===== src/hdl/cal_mem.sv =====
// Entry storage: one write port, one read port with registered read data.
module cal_mem #(
	parameter int WIDTH = 32,
	parameter int DEPTH = 128,
	parameter int AW    = 7
) (
	input  logic             clk,
	input  logic             we,
	input  logic [AW-1:0]    waddr,
	input  logic [WIDTH-1:0] wdata,
	input  logic [AW-1:0]    raddr,
	output logic [WIDTH-1:0] rdata
);

	logic [WIDTH-1:0] mem_q [DEPTH];
	logic [WIDTH-1:0] rdata_q;

	always_ff @(posedge clk) begin
		if (we) begin
			mem_q[waddr] <= wdata;
		end
		rdata_q <= mem_q[raddr];
	end

	assign rdata = rdata_q;

endmodule


===== config.mk =====
export PLATFORM = sky130hd
export DESIGN_NAME = cal_mem
export DESIGN_NICKNAME = d
export VERILOG_FILES = /design/src/hdl/cal_mem.sv
export SDC_FILE = /design/constraint.sdc
export NUM_CORES = 2
export LEC_CHECK = 0
export BUFFER_PORTS_ARGS = -buffer_cell sky130_fd_sc_hd__buf_4
export CELL_PAD_IN_SITES_DETAIL_PLACEMENT = 1
export CELL_PAD_IN_SITES_GLOBAL_PLACEMENT = 2
export CORE_ASPECT_RATIO = 0.6
export CORE_MARGIN = 5
export CORE_UTILIZATION = 40
export CTS_BUF_LIST = sky130_fd_sc_hd__clkbuf_16
export CTS_CLUSTER_DIAMETER = 80
export DETAILED_ROUTE_END_ITERATION = 10
export PLACE_DENSITY = 0.72
export RECOVER_POWER = 50
export SETUP_SLACK_MARGIN = 0.2
export SLEW_MARGIN = 20
export SYNTH_ARGS = -nofsm -noshare
export SYNTH_HDL_FRONTEND = slang
export SYNTH_SLANG_ARGS = --single-unit

===== constraint.sdc =====
create_clock -name clk -period 4.97 [get_ports clk]
set_input_delay 0.2485 -clock clk [delete_from_list [all_inputs] [get_ports clk]]
set_output_delay 0.2485 -clock clk [all_outputs]
set_load 0.005 [all_outputs]

==> flow_metrics.env <==
export IMPL_worstSetupEndpointType="flop"
export IMPL_grt_antenna_before_repair=86
export IMPL_synth_compound_area_share_pct=0
export IMPL_drt_iter0_drc=11410
export IMPL_synth_top_area_cell="edfxtp_1"
export IMPL_fin_skew_ns=0.06700
export IMPL_slew_headroom_pct=-157.1
export IMPL_synth_top_family_by_area="multiplexers"
export IMPL_synthSimpleGateAreaFrac_pct=0.4460
export IMPL_die_h_um=494.2
export IMPL_r2r_slack_ns=2.29
export IMPL_ys_ff_latch=4128
export IMPL_tns_ns=0
export IMPL_cts_hold_buffers=32
export IMPL_cp_required_ns=5.39
export IMPL_ant_nets=0
export IMPL_drt_total_wl_um=450600
export IMPL_whs_path_depth=4
export IMPL_cap_violations=61
export IMPL_layout_drive_gt1_share_pct=34.38
export IMPL_grt_pass1_wl_um=619100
export IMPL_start_kind="primary input"
export IMPL_syn_cell_area_um2=156300
export IMPL_placeableCoreArea_um2=388400
export IMPL_dpl_hpwl_um=256000
export IMPL_reg2reg_depth=4
export IMPL_utilization_pct=45.85
export IMPL_cts_sinks=4128
export IMPL_violations="max-capacitance violations, max-slew violations"
export IMPL_row_count=177
export IMPL_clockRootBuffer="clkbuf_16"
export IMPL_final_setup_viol_count=0
export IMPL_drcViolationCount=0
export IMPL_fin_nets=6510
export IMPL_syn_area_per_cell_um2=26.09
export IMPL_die_w_um=816.9
export IMPL_grt_overflow_total=0
export IMPL_r2r_end="rdata[31]"
export IMPL_crit_type="primary input to flop"
export IMPL_min_from="waddr[3]"
export IMPL_layout_commonest_cell="edfxtp_1"
export IMPL_dieArea_um2=403700
export IMPL_hold_viol_final=0
export IMPL_hold_class="primary input to flop"
export IMPL_min_to="mem_q[57][18]"
export IMPL_synth_nets=6038
export IMPL_synth_distinct_cells=17
export IMPL_htreeDepth=5
export IMPL_rsz0062_at_grt="false"
export IMPL_area_growth_pct=13.96
export IMPL_outcome="finished, violations left"
export IMPL_post_cts_buffers=0
export IMPL_yosysWarnings=0
export IMPL_clock_latency_ns=0.93
export IMPL_initial_core_util_pct=40.23
export IMPL_cts_tree="built"
export IMPL_post_route_min_period_ns=3.864
export IMPL_p_leak_nw=54.09
export IMPL_synth_xor_area_share_pct=0
export IMPL_grt_usage_pct=22.16
export IMPL_io_buffers=79
export IMPL_cts_buffers=369
export IMPL_most_common_layout_cells="edfxtp_1, mux4_2, clkbuf_16"
export IMPL_grt_max_degree=129
export IMPL_cp_data_arrival_time_ns=4.28
export IMPL_cts_repair_resized=0
export IMPL_routedWlPerCell_um=37.52
export IMPL_syn_instance_count=5990
export IMPL_ys_seq_area_share_pct=79.12
export IMPL_netlist_top_cells_area="edfxtp_1, mux4_2, clkbuf_1, dfxtp_1, nor2_1"
export IMPL_finalMaxSlewViolations=2190
export IMPL_fin_crit_sh_pct=77.74
export IMPL_place_congestion=0.8073
export IMPL_drtPass1Iterations=5
export IMPL_power_density_nw_per_um2=400.3
export IMPL_clock_path_buffers=4
export IMPL_fmax_ghz=0.2588
export IMPL_synthAdderAreaFrac_pct=0
export IMPL_netlist_area_leader_share_pct=78.71
export IMPL_io_pin_count=80
export IMPL_via_per_inst=6.069
export IMPL_path_clk_slew_ns=0.07
export IMPL_first_global_vias=73690
export IMPL_synthMuxAreaShare_pct=19.60
export IMPL_rr_startpoint="mem_q[95][31]"
export IMPL_worst_ir_drop_vdd_mv=0.2757
export IMPL_tightest_slew_ns=3.856
export IMPL_num_vias=72900
export IMPL_cp_max_fo=32
[worst max path at each step]
stage | endpoint | depth (start not counted) | from
after CTS | rdata[2] | 8 | raddr[2]
final | mem_q[99][10] | 7 | waddr[4]
after detailed placement | rdata[2] | 8 | raddr[2]
after floorplan | mem_q[98][0] | 3 | we
after global routing | mem_q[23][1] | 7 | waddr[4]
after global placement | rdata[2] | 8 | raddr[2]
[report_power, final]
part | total [mW] | switching, mW | internal (mW)
Clock | 28.7 | 12.8 | 15.9
Sequential | 38.6 | 0.166 | 38.5
Combinational | 3.99 | 2.51 | 1.47
Total | 71.3 | 15.4 | 55.8
[state kept, by name, summed over array words and instances (netlist names)]
name	cells
rdata	32
mem_q	4096
[routing by layer]
layer | vias to the layer above | wire, um | global-route usage, %
met2 | 4609 | 195100 | 31.42
met3 | 652 | 64140 | 8.829
met5 | - | 618 | 0
met4 | 52 | 10700 | 4.985
li1 | 27380 | - | -
met1 | 40210 | 180100 | 32.35
[worst max-delay path, cell delays in order]
cell      delay [ns]
clkbuf_1        0.22
nor2_1          0.15
clkbuf_1        0.65
nand4_1         0.17
clkbuf_1        0.38
nor2_4          0.19
clkbuf_1        2.19
[cell families (layout without fill, tap and decap cells)]
kind of cell	after synthesis	after routing
AND/OR/NAND/NOR	170	170
other	0	69
multiplexers	1376	1376
flip-flops	4128	4128
buffers and inverters	316	1078
[per-stage QoR]
stage	instance area (um^2)	worst slack, ns	power [mW]	hold WS [ns]	instances
floorplan	156300	1.483	41.08	0.3474	5990
global placement	166100	1.146	43.23	0.7222	11250
detailed placement	166100	1.154	43.33	0.7347	11250
CTS	178300	2.142	71.75	0.004979	11940
global route	177900	1.067	73.63	0.1113	11950
finish	178100	1.106	71.29	0.1524	12010
[final cells by class]
class                      instances  area, um^2
fill                           34320      210400
sequential                      4128      123600
multi-input combinational       1546       32130
clock buffer                     379        9484
tap                             5191        6495
timing repair buffer             417        3791
clock inverter                   282        2384
antenna                           69       172.7
[synthesized netlist by cell type]
| master | count |
|---|---|
| clkbuf_1 | 182 |
| nor3_1 | 9 |
| nand2_1 | 14 |
| nand2b_1 | 2 |
| buf_4 | 3 |
| nand4_1 | 3 |
| buf_2 | 79 |
| dfxtp_1 | 32 |
| nor2b_1 | 7 |
| edfxtp_1 | 4096 |
| mux2_2 | 32 |
| buf_1 | 50 |
| nor2_1 | 122 |
| mux4_2 | 1344 |
| buf_6 | 2 |
| nand3_1 | 12 |
| or3_1 | 1 |
(Power assumes the default switching activity.)
